$ cat config.mk
export PLATFORM = sky130hd
export DESIGN_NAME = ffhp_cell
export DESIGN_NICKNAME = d
export VERILOG_FILES = /design/src/hdl/ffhp_pkg.sv /design/src/hdl/ffhp_cell.sv
export SDC_FILE = /design/constraint.sdc
export NUM_CORES = 2
export LEC_CHECK = 0
export BUFFER_PORTS_ARGS = -buffer_cell sky130_fd_sc_hd__buf_2
export CAP_MARGIN = 20
export CORE_MARGIN = 1
export CORE_UTILIZATION = 50
export CTS_CLUSTER_SIZE = 28
export DETAILED_ROUTE_END_ITERATION = 10
export PLACE_DENSITY = 0.75
export SYNTH_ARGS = -nofsm -noshare
export SYNTH_HDL_FRONTEND = slang
export SYNTH_SLANG_ARGS = --single-unit
$ cat constraint.sdc
create_clock -name clk -period 8.08 [get_ports clk]
set_input_delay 1.212 -clock clk [delete_from_list [all_inputs] [get_ports clk]]
set_output_delay 1.212 -clock clk [all_outputs]
set_load 0.05 [all_outputs]
$ cat src/hdl/ffhp_pkg.sv
package ffhp_pkg;

	// Width of a stored bound product and of the (1+u) factor
	localparam int unsigned PROD_W = 32;

	typedef struct packed {
		logic        new_set;
		logic [31:0] period;
		logic [31:0] exec_time;
	} ffhp_in_t;

	typedef struct packed {
		logic [3:0] assigned_processor;
		logic [4:0] processors_used;
		logic       within_limit;
		logic [1:0] error_code;
	} ffhp_out_t;

	typedef enum logic [1:0] {
		ERR_NONE      = 2'd0,
		ERR_UTIL_OVER = 2'd1,
		ERR_NO_PROC   = 2'd2
	} ffhp_err_t;

	// Travels from one processor cell to the next
	typedef struct packed {
		logic claimed;   // an earlier open processor takes the task
		logic open;      // this processor is open
	} ffhp_link_t;

	// Broadcast from the controller to every cell
	typedef struct packed {
		logic clear;     // start a new task set
		logic commit;    // apply the placement decision
	} ffhp_cmd_t;

	// Per-cell decision seen by the controller
	typedef struct packed {
		logic take;      // task placed on this open processor
		logic open_new;  // this processor is opened for the task
	} ffhp_cell_st_t;

endpackage

$ cat src/hdl/ffhp_cell.sv
module ffhp_cell import ffhp_pkg::*; #(
	parameter int unsigned FRAC_BITS = 30,
	parameter bit          FIRST     = 1'b0
) (
	input  logic                clk,
	input  logic                arst_n,
	input  ffhp_cmd_t           cmd,
	input  logic [PROD_W-1:0]   factor,
	input  ffhp_link_t          link_in,
	output ffhp_link_t          link_out,
	output ffhp_cell_st_t       st
);

	localparam logic [PROD_W-1:0]   ONE_FX = PROD_W'(64'd1 << FRAC_BITS);
	localparam logic [2*PROD_W-1:0] TWO_SQ = 64'd2 << (2 * FRAC_BITS);

	logic                open_q;
	logic [PROD_W-1:0]   prod_q;
	logic [2*PROD_W-1:0] prod_s1;
	logic                fit;

	always_ff @(posedge clk) begin
		prod_s1 <= (2*PROD_W)'(prod_q) * (2*PROD_W)'(factor);
	end

	always_comb begin
		fit               = open_q && (prod_s1 <= TWO_SQ);
		st.take           = fit && !link_in.claimed;
		st.open_new       = !open_q && link_in.open && !link_in.claimed;
		link_out.claimed  = link_in.claimed || fit;
		link_out.open     = open_q;
	end

	always_ff @(posedge clk or negedge arst_n) begin
		if (!arst_n) begin
			open_q <= FIRST;
			prod_q <= ONE_FX;
		end else if (cmd.clear) begin
			open_q <= FIRST;
			prod_q <= ONE_FX;
		end else if (cmd.commit) begin
			if (st.take) begin
				prod_q <= prod_s1[FRAC_BITS +: PROD_W];
			end else if (st.open_new) begin
				open_q <= 1'b1;
				prod_q <= factor;
			end
		end
	end

endmodule

==> run metrics <==
CTS Root Buffer Type clkbuf_16; net count after synthesis a little over 5,000; setup-violating endpoint count in the final report 0; worst reg2reg path endpoint prod_s1[61]; diode insertion count for antenna repair 0; initial antenna violation count 2; worst slack after detailed placement -0.4280 ns; sequential element share of the synthesized area under 10%; Setup Crit Path Kind input pin to register; total global routing track utilization between 20% and 30%; count of input and output buffers between 40 and 50; commonest cells after routing, fill and taps aside fa_1 (891), inv_1 (872), and2_1 (610); overall die height 271.6 um; Slew headroom about 37%; Highest Clock Rate approximately 0.13 GHz; endpoint of the worst hold path prod_q[15]; DRC 0; via-per-instance ratio 5.314; count of cells along the worst hold path 2; Core Box Area around 70,000 um2; Antenna Violating Nets Remaining 0; number of enable-type register cells in the synthesized netlist 0; count of cell types in the netlist 60; clk buf depth 2; most frequent standard cell in the layout excluding fill and tap cells fa_1; transition time of the tightest slew-check pin between 0.9 and 1 ns; Boundary Pins 42; area of the die ~74,000 um2; number of buffers inserted for hold repair after clock tree synthesis 0; max cap viols 0; number of pins with negative max-slew slack in the final report 0; FF+latch count, synth between 90 and 100; Iter 0 DRT Violations between 1,500 and 2,000; share of post-route cells with drive strength above 1 a little under 10%; async set-or-reset flop fraction in the synthesized netlist 34.02%; first-pass GRT wire length around 160,000 um; nature of the critical path endpoint register; synthesized area 36,340 um2; final WL 94,850 um; Hold Fails Final Rpt 0; setup repair after global routing missed its margin yes; Num Clock Sinks 97; maximum number of pins on one net before global-route repair 65; Synth Area per Inst 9.257 um2; Critical Path Start Type input pin; Syn. warnings 0; instance count of the mapped netlist between 3,000 and 4,000; result of the run finished, final reports clean; Worst Path Required between 8 and 9 ns; first-pass detailed-route iteration total 7; routability cong. roughly 0.95; shortest period the worst path allows slightly below 8 ns; CTS H-tree lvls 3; total negative slack 0 ns; number of nets in the finished design approximately 5,200; grt total ovfl 0; signal arrival time at the worst endpoint ~8.2 ns; final worst-path cycle share between 90% and 100%; predominant post-synthesis flop cell dfxtp_1; R2R Path Start prod_q[11]; Die X-Extent between 200 and 300 um; vias after detailed routing around 26,000; Clock Latency Late Sink 0.35 ns; post-DR wirelength/cell 19.02 um; setup slack on the worst flop-to-flop path ~0.4 ns; Initial Utilization between 50 and 60%; CTS tree built; post-DP HPWL about 80,000 um; Critical Path Fanout Max 16; clock transition at the registers of the reported paths ~0.070 ns; Hold/Removal Path Class register to register; vias in the first global route around 30,000; count of standard-cell rows just under 100; worst-case clock skew 0.01104 ns; area growth from synthesis to layout 9.516%; slack of the critical path about 0.19 ns; Min-Delay Startpoint prod_s1[45]; depth of the most critical reg-to-reg path 25; TritonCTS Buffers 9
==> layer usage <==
metal,GRT usage [%],part of all wire (%),up-vias,wire length (um)
li1,-,-,11660,-
met4,8.471,3.2,2,3077
met2,46.52,49,914,46560
met5,0,0.014,-,13
met1,35.82,41,13730,38600
met3,3.618,7.0,184,6601
==> worst max path at each step <==
stage | from | slack [ns] | depth (start not counted) | to
2_1_floorplan | factor[5] | 0.06 | 26 | prod_s1[52]
4_1_cts | factor[14] | 0.02 | 23 | prod_s1[52]
3_5_place_dp | factor[8] | -0.43 | 25 | prod_s1[52]
6_report | factor[16] | 0.19 | 25 | prod_s1[61]
3_3_place_gp | factor[5] | -0.31 | 28 | prod_s1[61]
5_1_grt | factor[8] | -0.07 | 29 | prod_s1[62]
==> synth_stat cells (32+ instances only) <==
master | count | area (um2)
xnor2_1 | 40 | 350.3
o21ai_0 | 34 | 170.2
fa_1 | 896 | 17940
nand2_1 | 488 | 1832
and2_1 | 610 | 3816
ha_1 | 263 | 3291
inv_1 | 872 | 3273
a21oi_1 | 73 | 365.4
nor2_1 | 41 | 153.9
dfrtp_1 | 32 | 800.8
dfxtp_1 | 64 | 1281
a21o_1 | 37 | 277.8
o31ai_1 | 36 | 270.3
mux2i_1 | 32 | 320.3
clkbuf_1 | 225 | 844.6
==> cell families after synthesis <==
family	after synthesis	synth area share, %
AND/OR/NAND/NOR	1226	17.45
multiplexers	33	0.9124
adder cells (fa/ha/maj)	1159	58.41
flip-flops	97	5.801
XOR/XNOR	60	1.446
buffers and inverters	1106	11.48
AO/OA/AOI/OAI	245	4.496
==> metrics by stage <==
| stage | hold WS [ns] | area, um2 | std cells | utilization (%) |
|---|---|---|---|---|
| floorplan | 0.5014 | 36340 | 3926 | - |
| global placement | 0.5265 | 39200 | 4968 | 54.64 |
| detailed placement | 0.5382 | 39200 | 4968 | 54.64 |
| CTS | 0.5470 | 39520 | 4984 | 55.09 |
| global route | 0.5774 | 39800 | 4986 | 55.49 |
| finish | 0.5474 | 39800 | 4986 | 55.49 |
==> flip-flops by register name, indices dropped and copies added, names as in the netlist <==
name / flops
prod_s1: 64
prod_q: 32
open_q: 1
==> area by class of cell <==
type                    instances  area (um2)
inverters                     872        3273
fillers                      6307       31930
repair buffers                328        2659
multi-input cells            2723       30270
clock buffers                  11       242.7
well taps                     950        1189
clock inverters                 5       62.56
flip-flops and latches         97        2108
==> critical path: stages <==
cell	delay (ns)
buf_2	0.33
and2_1	0.20
fa_1	0.45
fa_1	0.52
inv_1	0.05
fa_1	0.46
fa_1	0.51
inv_1	0.05
fa_1	0.52
fa_1	0.60
fa_2	0.49
fa_1	0.63
ha_4	0.23
a21o_1	0.20
a21o_1	0.20
a21oi_2	0.16
o31ai_1	0.08
a31oi_1	0.15
buf_4	0.15
o21ai_2	0.08
a211oi_2	0.32
buf_4	0.18
o21ai_0	0.09
a21oi_1	0.17
xnor2_1	0.13
==> timing repair <==
item	CTS	global route
buffers inserted	0	2
pin swaps	0	18
gates resized for setup	6	64
endpoints found under the hold margin	0	0
setup endpoints to repair	9	20
Power is not shown: default switching activity piles up to over one toggle a cycle in this logic, so the estimate is an artifact.
