**config.mk**
```make
export PLATFORM = sky130hd
export DESIGN_NAME = ffhp_div
export DESIGN_NICKNAME = d
export VERILOG_FILES = /design/src/hdl/ffhp_pkg.sv /design/src/hdl/ffhp_div.sv
export SDC_FILE = /design/constraint.sdc
export NUM_CORES = 1
export LEC_CHECK = 0
export BUFFER_PORTS_ARGS = -buffer_cell sky130_fd_sc_hd__buf_4
export CAP_MARGIN = 40
export CORE_ASPECT_RATIO = 2
export CORE_MARGIN = 4
export CORE_UTILIZATION = 35
export CTS_BUF_LIST = sky130_fd_sc_hd__clkbuf_8
export DETAILED_ROUTE_END_ITERATION = 12
export PLACE_DENSITY = 0.61
export SYNTH_ARGS = -nofsm -noshare
export SYNTH_HDL_FRONTEND = slang
export SYNTH_SLANG_ARGS = --single-unit
```
**constraint.sdc**
```tcl
create_clock -name clk -period 3.6 [get_ports clk]
set_input_delay 0.36 -clock clk [delete_from_list [all_inputs] [get_ports clk]]
set_output_delay 0.36 -clock clk [all_outputs]
set_load 0.005 [all_outputs]
```
**src/hdl/ffhp_pkg.sv**
```systemverilog
package ffhp_pkg;

	// Width of a stored bound product and of the (1+u) factor
	localparam int unsigned PROD_W = 32;

	typedef struct packed {
		logic        new_set;
		logic [31:0] period;
		logic [31:0] exec_time;
	} ffhp_in_t;

	typedef struct packed {
		logic [3:0] assigned_processor;
		logic [4:0] processors_used;
		logic       within_limit;
		logic [1:0] error_code;
	} ffhp_out_t;

	typedef enum logic [1:0] {
		ERR_NONE      = 2'd0,
		ERR_UTIL_OVER = 2'd1,
		ERR_NO_PROC   = 2'd2
	} ffhp_err_t;

	// Travels from one processor cell to the next
	typedef struct packed {
		logic claimed;   // an earlier open processor takes the task
		logic open;      // this processor is open
	} ffhp_link_t;

	// Broadcast from the controller to every cell
	typedef struct packed {
		logic clear;     // start a new task set
		logic commit;    // apply the placement decision
	} ffhp_cmd_t;

	// Per-cell decision seen by the controller
	typedef struct packed {
		logic take;      // task placed on this open processor
		logic open_new;  // this processor is opened for the task
	} ffhp_cell_st_t;

endpackage

```
**src/hdl/ffhp_div.sv**
```systemverilog
module ffhp_div import ffhp_pkg::*; #(
	parameter int unsigned FRAC_BITS = 30
) (
	input  logic                 clk,
	input  logic                 arst_n,
	input  logic                 start,
	input  logic [31:0]          dividend,
	input  logic [31:0]          divisor,
	output logic                 done,
	output logic [FRAC_BITS:0]   quotient
);

	localparam int unsigned CNT_W = $clog2(FRAC_BITS + 1);
	localparam logic [CNT_W-1:0] LAST = CNT_W'(FRAC_BITS - 1);

	logic                 busy_q;
	logic                 done_q;
	logic [CNT_W-1:0]     cnt_q;
	logic [31:0]          rem_q;
	logic [31:0]          div_q;
	logic [FRAC_BITS:0]   quo_q;

	logic [32:0] rem_x2;
	logic        ge;
	logic [32:0] rem_sub;

	// Dividend never exceeds divisor: the integer bit is set only on equality
	always_comb begin
		rem_x2  = {rem_q, 1'b0};
		ge      = rem_x2 >= {1'b0, div_q};
		rem_sub = rem_x2 - {1'b0, div_q};
	end

	always_ff @(posedge clk or negedge arst_n) begin
		if (!arst_n) begin
			busy_q <= 1'b0;
			done_q <= 1'b0;
			cnt_q  <= '0;
		end else begin
			done_q <= 1'b0;
			if (start) begin
				busy_q <= 1'b1;
				cnt_q  <= '0;
			end else if (busy_q) begin
				cnt_q <= cnt_q + CNT_W'(1);
				if (cnt_q == LAST) begin
					busy_q <= 1'b0;
					done_q <= 1'b1;
				end
			end
		end
	end

	always_ff @(posedge clk) begin
		if (start) begin
			div_q <= divisor;
			if (dividend == divisor) begin
				rem_q <= '0;
				quo_q <= (FRAC_BITS+1)'(1);
			end else begin
				rem_q <= dividend;
				quo_q <= '0;
			end
		end else if (busy_q) begin
			rem_q <= ge ? rem_sub[31:0] : rem_x2[31:0];
			quo_q <= {quo_q[FRAC_BITS-1:0], ge};
		end
	end

	assign done     = done_q;
	assign quotient = quo_q;

endmodule

```
==> results of run 1 <==
==> worst max-delay path, cell delays in order (launching register included) <==
cell and delay (ps):
edfxtp_1 420, ha_1 320, nor2b_1 150, o2111ai_1 310, a21oi_2 120, nor4_2 470
o31a_2 290, nor2_4 50, a31oi_4 190, buf_12 220, mux2i_1 270, o21ai_1 80
==> timing repair <==
| action | in CTS | in global routing |
|---|---|---|
| endpoints found under the setup margin | 0 | 0 |
| endpoints found under the hold margin | 7 | 0 |
| hold buffers | 1 | 0 |
| setup buffers | 0 | 0 |
==> cell usage in the layout (no fill, tap or decap), types with 10 or more instances in the layout <==
| master | n |
|---|---|
| xnor2_1 | 44 |
| ha_1 | 34 |
| a21oi_1 | 28 |
| mux2i_1 | 21 |
| nand2_1 | 45 |
| o21ai_0 | 10 |
| nor2_1 | 26 |
| buf_4 | 102 |
| nor2b_1 | 32 |
| a21o_1 | 16 |
| nand4_1 | 17 |
| inv_1 | 39 |
| o21ai_1 | 33 |
| xor2_1 | 20 |
| edfxtp_1 | 95 |
==> through the flow <==
stage          hold WS [ps]  cells  setup WS (ps)  total power, µW
6_report                161    876            435             4960
5_1_grt                 142    876            245             5320
4_1_cts                 147    876            470             4980
3_5_place_dp            177    860            480             4240
3_3_place_gp            173    859            503             4200
2_1_floorplan          64.4    566            750             3620
==> kinds of logic after synthesis <==
kind of cell | after synthesis | synth area share (%)
AND/OR/NAND/NOR | 151 | 12.5
AO/OA/AOI/OAI | 135 | 14.2
flip-flops | 102 | 49.4
XOR/XNOR | 64 | 9.15
buffers and inverters | 58 | 3.96
adder cells (fa/ha/maj) | 35 | 7.27
multiplexers | 21 | 3.43
==> where the power goes <==
| part | internal [µW] | switching [µW] | total (µW) |
|---|---|---|---|
| Combinational | 1070 | 1450 | 2530 |
| Sequential | 1570 | 125 | 1700 |
| Clock | 318 | 413 | 731 |
==> metal layers <==
layer	GRT usage, %	share of wire [%]
met5	0	0
met2	32.3	57
met1	17.8	34
met4	8.28	4.2
met3	3.61	5.2
==> flip-flops by register name (all words and copies together) (netlist names) <==
register / flops
cnt_q: 5
done: 1
div_q: 32
busy_q: 1
rem_q: 32
quotient: 31
==> cell type report <==
type / count / area [µm²] / area share (%)
clock inverter: 6 / 63.8 / 0.874
multi-input combinational: 406 / 2860 / 39.1
clock buffer: 9 / 124 / 1.70
timing repair buffer: 105 / 823 / 11.3
sequential: 102 / 3030 / 41.5
tap: 210 / 263 / 3.60
inverter: 38 / 143 / 1.95
==> worst max-delay path by stage <==
stage	from	end	slack [ps]	depth (start not counted)
6_report	rem_q[0]	rem_q[15]	430	11
5_1_grt	rem_q[2]	rem_q[13]	240	11
4_1_cts	rem_q[2]	rem_q[12]	470	11
3_5_place_dp	rem_q[2]	rem_q[14]	480	11
3_3_place_gp	div_q[1]	rem_q[15]	500	12
2_1_floorplan	rem_q[25]	rem_q[10]	750	13
==> metrics.txt, run 1 <==
Fillers=1,701; total negative slack=0 ps; routed via count=4,713; sequential fraction of the synthesis area=49.4%; final wirelength=16,900 µm; Worst Setup End Kind=register; DRT iter0 DRCs=204; max frequency=316 MHz; antenna-violating nets left=0; leakage=0.00311 µW; clk_skew=21.1 ps; CTS tree=done; Mapped Cells=566; Post-synth top cells=edfxtp_1, nand2_1, xnor2_1; gpl congestion=0.970; Initial Util=35.5%; min Tclk post-route=3170 ps; Worst slew margin=41.2%; top post-synthesis cells by area=edfxtp_1, ha_1, xnor2_1; async set-reset flop share out of synthesis=6.86%; cell area after layout=7300 µm²; worst min-delay path endpoint=div_q[11]; row cnt=68; height of the die=195 µm; crit path max fanout=26; CTS Sinks=102; synthesized flop and latch total=102; Layout Nets=764; Area Overhead vs Synth=19.2%; initial antenna violation count=0; Reg clk slew, reported paths=110 ps; Setup CP Type=reg2reg; root buf cell=clkbuf_8; I/O Pins=99; Worst EP arrival=3290 ps; Hold Crit Depth=1; Die Width=102 µm; FF-to-FF End=rem_q[15]; max-slew violations=0; most numerous cell in the Yosys netlist=edfxtp_1; CP startpoint kind=register; min-delay src=divisor[11]; Post-synth EDFFs=95; largest net degree at the start of global routing=64; r2r startpoint=rem_q[0]; clock buffer depth=2; fin util=42.3%; layout cells sized above 1=19.4%; synthesized net count=668; GR Overflow Total=0; most used flip-flop cell after synthesis=edfxtp_1; Port Buf Inserts=98; hpwl dp=13,300 µm; wire length of the first global-routing pass=26,200 µm; Pwr Density=679 nW/µm²; Worst Max-Slew Pin Slew=882 ps; Worst EP required=3730 ps; Die ar.=19,800 µm²; Ys Warns=0; Ant. Diodes=0; top cell type's share of synthesized area=46.6%; Total Routing Usage GR=17.4%; vias per cell=5.38; Setup violations, final=0; CTS Buf Count=9; Hold Path Class=in2reg; Pre-antenna DRT Iters=5; status=complete, no violations; Max Cap Viol=0; final hold vios=0; synthesized area per cell=10.8 µm²; H-tree levels=3; DRC=0; Yosys cell types=53; RSZ-0062 raised after global routing=false; Skew-Pair Late Insertion Delay=390 ps; final worst path period share=87.9%; CORE AREA=17,300 µm²; post-CTS sizing=0; number of global-route vias before repair=5,054; path depth of the worst reg2reg path=11; reg2reg setup slack=430 ps; Peak supply drop=0.311 mV; Post-DP Area=7100 µm²; WL/cell=19.3 µm; Mapped Area=6120 µm²; dominant cell type by area after synthesis=edfxtp_1
(Power assumes the default switching activity.)
==> run 2: changes to the inputs <==
ABC_AREA = 1   (was default)
PLACE_DENSITY = 0.6   (was 0.61)
==> run 2 against run 1 <==
Clock power rose by 14%. Clock-buffer cell count did not move. Register-to-register slack improved by 360 ps. Hold slack got worse by 25 ps. Clock skew rose by 4.0 ps. Synthesized cell count rose by 79%. Final cell count rose by 58%. Critical path depth rose by 2. Critical path type unchanged. Critical endpoint is now rem_q[28]. Highest routed layer unchanged.
==> metrics.txt, run 2 <==
synthesized flop and latch total=102 (unchanged); crit path max fanout=32 (+23%); height of the die=213 µm (+9.3%); Initial Util=35.9% (+0.42 points); Total Routing Usage GR=18.7% (+1.3 points); Reg clk slew, reported paths=120 ps (about the same); CTS Sinks=102 (unchanged); Post-synth top cells=nand2_1, inv_1, edfxtp_1; Port Buf Inserts=98 (unchanged); Crit path max-delay family=simple AND/OR/NAND/NOR gates; Ant. Diodes=0 (unchanged); synthesized net count=1,116 (+67%); gpl congestion=0.976 (+0.66%); clk_skew=25.1 ps (+4.03 ps); Setup violations, final=0 (unchanged); max-slew violations=0 (unchanged); most used flip-flop cell after synthesis=edfxtp_1; Post-synth EDFFs=95 (unchanged); fin util=41.9% (-0.36 points); total negative slack=0 ps (unchanged); Critical path buffers and inverters=1 (unchanged); sequence of cells on the critical path=ha_1, nand2_1, inv_1, a21oi_2, nand3_2, nand2_1, nand2_1, nand2_4, nand2_8, nand2_2, nand2_1, nand2_1, nand2_1; most used cell, CP=nand2_1; commonest non-fill, non-tap cell in the layout=nand2_1; initial antenna violation count=0 (unchanged); min Tclk post-route=2810 ps (-357 ps); Area Overhead vs Synth=16.8%; WL/cell=15.5 µm (-20%); final worst path period share=78.0% (-9.9 points); layout cells sized above 1=13.1% (-6.3 points); routed via count=6,566 (+39%); Worst path depth=13 (+2); Layout Nets=1,213 (+59%); RSZ-0062 raised after global routing=false; DRC=0 (unchanged); most numerous cell in the Yosys netlist=nand2_1; async set-reset flop share out of synthesis=6.86% (unchanged); dominant cell type by area after synthesis=edfxtp_1; Yosys cell types=39 (-26%); leakage=0.00448 µW (+44%); top cell type's share of synthesized area=38.7% (-7.9 points); Setup CP Type=reg2reg; Worst slew margin=48.5% (+7.3 points); clock buffer depth=2 (unchanged); CORE AREA=20,600 µm² (+19%); Worst EP required=3760 ps (+30 ps); CTS Buf Count=9 (unchanged); Skew-Pair Late Insertion Delay=410 ps (+20 ps); Max stage delay on crit path=410 ps (-60 ps); antenna-violating nets left=0 (unchanged); Tot Pwr=5780 µW (+17%); Peak supply drop=0.333 mV (+7.0%); Pwr Density=671 nW/µm² (-1.2%); most frequent cells in the layout=nand2_1, inv_1, buf_4; CTS tree=done; I/O Pins=99 (unchanged); Hold Crit Depth=1 (unchanged); DRT iter0 DRCs=306 (+50%); GR Overflow Total=0 (unchanged); status=complete, no violations; H-tree levels=3 (unchanged); hpwl dp=17,500 µm (+32%); Ys Warns=0 (unchanged); Hold Path Class=in2reg; Mapped Area=7370 µm² (+20%); number of global-route vias before repair=6,871 (+36%); final hold vios=0 (unchanged); root buf cell=clkbuf_8; Die Width=111 µm (+9.0%); sequential fraction of the synthesis area=41.1% (-8.4 points); wire length of the first global-routing pass=34,600 µm (+32%); largest net degree at the start of global routing=66 (+3.1%); final wirelength=21,500 µm (+27%); Die ar.=23,600 µm² (+19%); synthesized area per cell=7.27 µm² (-33%); max frequency=356 MHz (+13%); CP max stage cell=edfxtp_1; Worst EP arrival=2970 ps (-320 ps); Max Cap Viol=0 (unchanged); Worst Setup End Kind=register; path depth of the worst reg2reg path=13 (+2); Worst Max-Slew Pin Slew=770 ps (-112 ps); CP startpoint kind=register; Pre-antenna DRT Iters=5 (unchanged); row cnt=74 (+8.8%); Mapped Cells=1,014 (+79%); top post-synthesis cells by area=edfxtp_1, nand2_1, inv_1; vias per cell=4.75 (-12%)
==> run 2: cell types whose count changed after synthesis, sizes merged, moves of 21 or more <==
| cell | previous run | this run |
|---|---|---|
| inv | 38 | 211 |
| mux2i | 21 | 0 |
| nand2 | 46 | 353 |
| nand3 | 5 | 76 |
| nor2 | 27 | 87 |
| nor2b | 32 | 0 |
| o21ai | 43 | 14 |
==> run 2: worst paths after layout <==
check / from / to / slack (ps)
worst max-delay path: rem_q[7] / rem_q[28] / 790
worst min-delay path: divisor[3] / div_q[3] / 140
worst max register to register: rem_q[7] / rem_q[28] / 790
worst min register to register: cnt_q[0] / cnt_q[0] / 570
max in group asynchronous: arst_n / cnt_q[1] / 3160
min in group asynchronous: arst_n / cnt_q[0] / 310
==> run 2: cell type report <==
cell class	count	area [µm²]
multi-input combinational	684	3460
timing repair buffer	103	788
clock inverter	7	95.1
sequential	102	3030
clock buffer	9	124
tap	266	333
fill	2205	11900
inverter	211	792
==> run 2: stage by stage <==
step                hold WS, ps  cell area (µm²)  std cells  worst slack [ps]
floorplan                  64.4             7370       1014               989
global placement            177             8390       1365               863
detailed placement          178             8390       1365               813
CTS                        95.6             8620       1382               765
global route                113             8620       1382               525
finish                      136             8620       1382               792
==> run 2: timing repair <==
action,in CTS,in global routing
hold buffers,1,0
resized for setup,0,0
setup endpoints to repair,0,0
setup buffers,0,0
endpoints found under the hold margin,7,0
==> run 2: kinds of logic (layout without fill, tap and decap cells) <==
logic type      count (synthesis)  in the layout  share of synthesized area (%)
xor+xnor                       34             34                           4.04
flops                         102            102                           41.1
simple gates                  571            571                           33.5
compound gates                 44             44                           3.29
fa+ha+maj                      35             35                           6.04
buf+inv                       228            330                           12.1
==> run 2: layer usage <==
metal / vias up / part of all wire, % / track usage [%]
met2: 163 / 56 / 36.7
met5: - / 0 / 0
met4: 0 / 5.1 / 10.2
met3: 52 / 3.6 / 2.61
met1: 3013 / 36 / 18.6
li1: 3338 / - / -
==> run 2: power breakdown <==
part / switching (µW) / internal, µW
Clock: 436 / 395
Sequential: 121 / 1580
Combinational: 2100 / 1150
Total: 2650 / 3130
==> run 2: worst register-to-register path, delay by kind of cell (launching register included) <==
family,cells,cell delay [ps]
simple gates,10,1540
buf+inv,1,70
flops,1,410
fa+ha+maj,1,370
compound gates,1,170
==> run 3: changes to the inputs <==
clock period = 2.6 ns   (was 3.6 ns; I/O delays follow)
==> run 3 against run 2 <==
Utilization rose by 0.60 points. Maximum frequency grew 14%. Cell area rose by 1.4%. Register-to-register slack got worse by 660 ps. Via count down 1.2%. Hold slack worse by 88 ps. First-iteration DRC count down 1.3%. Clock skew shrank 10 ps. Final cell count rose by 0.87%. Sequential share of layout area decreased by 0.49 points. Die area unchanged. Largest cell class unchanged. Largest power group unchanged.
==> metrics.txt, run 3 (synthesis gave the netlist of run 2 again) <==
layout cells sized above 1=14.3% (+1.2 points); Worst EP required=2760 ps (-1000 ps); hpwl dp=17,000 µm (-3.1%); RSZ-0062 raised after global routing=false; fin util=42.5% (+0.60 points); Layout Nets=1,225 (+0.99%); Pre-antenna DRT Iters=4 (-1); Hold Path Class=in2reg; height of the die=213 µm (unchanged); worst min-delay path endpoint=div_q[19]; Post-CTS Setup Repair Bufs=0 (unchanged); number of global-route vias before repair=6,550 (-4.7%); routed via count=6,485 (-1.2%); final wirelength=20,600 µm (-4.2%); FF-to-FF End=rem_q[2]; clock buffer depth=2 (unchanged); total negative slack=0 ps (unchanged); Worst Setup End Kind=register; initial antenna violation count=0 (unchanged); DRC=0 (unchanged); r2r startpoint=rem_q[27]; WL/cell=14.7 µm (-5.1%); DRT iter0 DRCs=302 (-1.3%); wire length of the first global-routing pass=32,900 µm (-4.9%); max-slew violations=0 (unchanged); final hold vios=0 (unchanged); clk_skew=14.8 ps (-10.4 ps); root buf cell=clkbuf_8; vias per cell=4.65 (-2.1%); Reg area=3030 µm² (unchanged); I/O Pins=99 (unchanged); crit path max fanout=18 (-44%); Die Width=111 µm (unchanged); CTS Buf Count=9 (unchanged); multi-input logic area=3470 µm² (+0.36%); H-tree levels=3 (unchanged); final worst path period share=94.9% (+17 points); CP startpoint kind=register; commonest non-fill, non-tap cell in the layout=nand2_1; min-delay src=divisor[19]; Skew-Pair Late Insertion Delay=400 ps (about the same); Fillers=2,187 (-0.82%); CTS tree=done; Hold Crit Depth=1 (unchanged); most frequent cells in the layout=nand2_1, inv_1, buf_4; Peak supply drop=0.452 mV (+36%); reg2reg setup slack=130 ps (-660 ps); gpl congestion=0.987 (+1.1%); Ant. Diodes=0 (unchanged); antenna-violating nets left=0 (unchanged); CORE AREA=20,600 µm² (unchanged); row cnt=74 (unchanged); Setup violations, final=0 (unchanged); path depth of the worst reg2reg path=10 (-3); Pwr Density=935 nW/µm² (+39%); Area Overhead vs Synth=18.5%; CTS Sinks=102 (unchanged); Reg clk slew, reported paths=110 ps (about the same); max frequency=405 MHz (+14%); leakage=0.00455 µW (+1.5%); Total Routing Usage GR=17.8% (-0.92 points); Die ar.=23,600 µm² (unchanged); Worst EP arrival=2620 ps (-350 ps); largest net degree at the start of global routing=52 (-21%); min Tclk post-route=2470 ps (-342 ps); Port Buf Inserts=98 (unchanged); Initial Util=35.9% (unchanged); status=complete, no violations; hold_ws=47.8 ps (-88.0 ps); Max Cap Viol=0 (unchanged); Worst Max-Slew Pin Slew=597 ps (-174 ps); Setup CP Type=reg2reg; GR Overflow Total=0 (unchanged); Worst slew margin=60.2% (+12 points)
## run 3: worst max-delay path by stage
stage                        endpoint      start  slack, ps
after floorplan           quotient[0]      start         90
after global placement      rem_q[27]   rem_q[4]        150
after detailed placement     rem_q[3]  rem_q[27]        150
after CTS                    rem_q[3]  rem_q[29]        110
after global routing         rem_q[3]  rem_q[27]         20
final                        rem_q[2]  rem_q[27]        130
## run 3: worst max-delay path, stage by stage, from the launching register on
cell      delay, ps
edfxtp_1        430
ha_1            420
a21oi_1         270
nand2_1         140
a21oi_1         180
nand2_1         110
nor2_4          180
buf_6           220
nand3b_1        100
nand3_1         120
nand2_1          60
## run 3: final cells by class
cell class                      instances  share of cell area [%]
Tap cell                              266                    3.81
Sequential cell                       102                    34.7
Multi-Input combinational cell        684                    39.7
Timing Repair Buffer                  115                    10.3
Clock inverter                          7                    1.09
Inverter                              211                    9.06
Clock buffer                            9                    1.42
## run 3: per-layer routing
metal	routed length [µm]	vias up	share of wire, %	global-route usage [%]
met5	0	-	0	0
met3	723	39	3.5	3.29
met4	748	0	3.6	8.04
met2	11700	118	57	35.0
li1	-	3359	-	-
met1	7410	2969	36	17.7
## run 3: where the power goes
group          internal, µW  switching [µW]  total [µW]
Combinational          1740            2940        4690
Sequential             2190             172        2360
Clock                   546             584        1130
## run 3: metrics by stage
stage                     area (µm²)  worst slack [ps]  power [µW]  instances
final                           8740               133        8170       1394
after detailed placement        8490               151        7040       1377
after floorplan                 7370              89.0        5690       1014
after global placement          8490               150        7030       1377
after CTS                       8720               106        8200       1394
after global routing            8740              17.5        8920       1394
## run 3: timing repair
action                                 CTS  global route
hold buffers                             1             0
resized for setup                        0             6
endpoints found under the hold margin    7             0
setup endpoints to repair                0            16
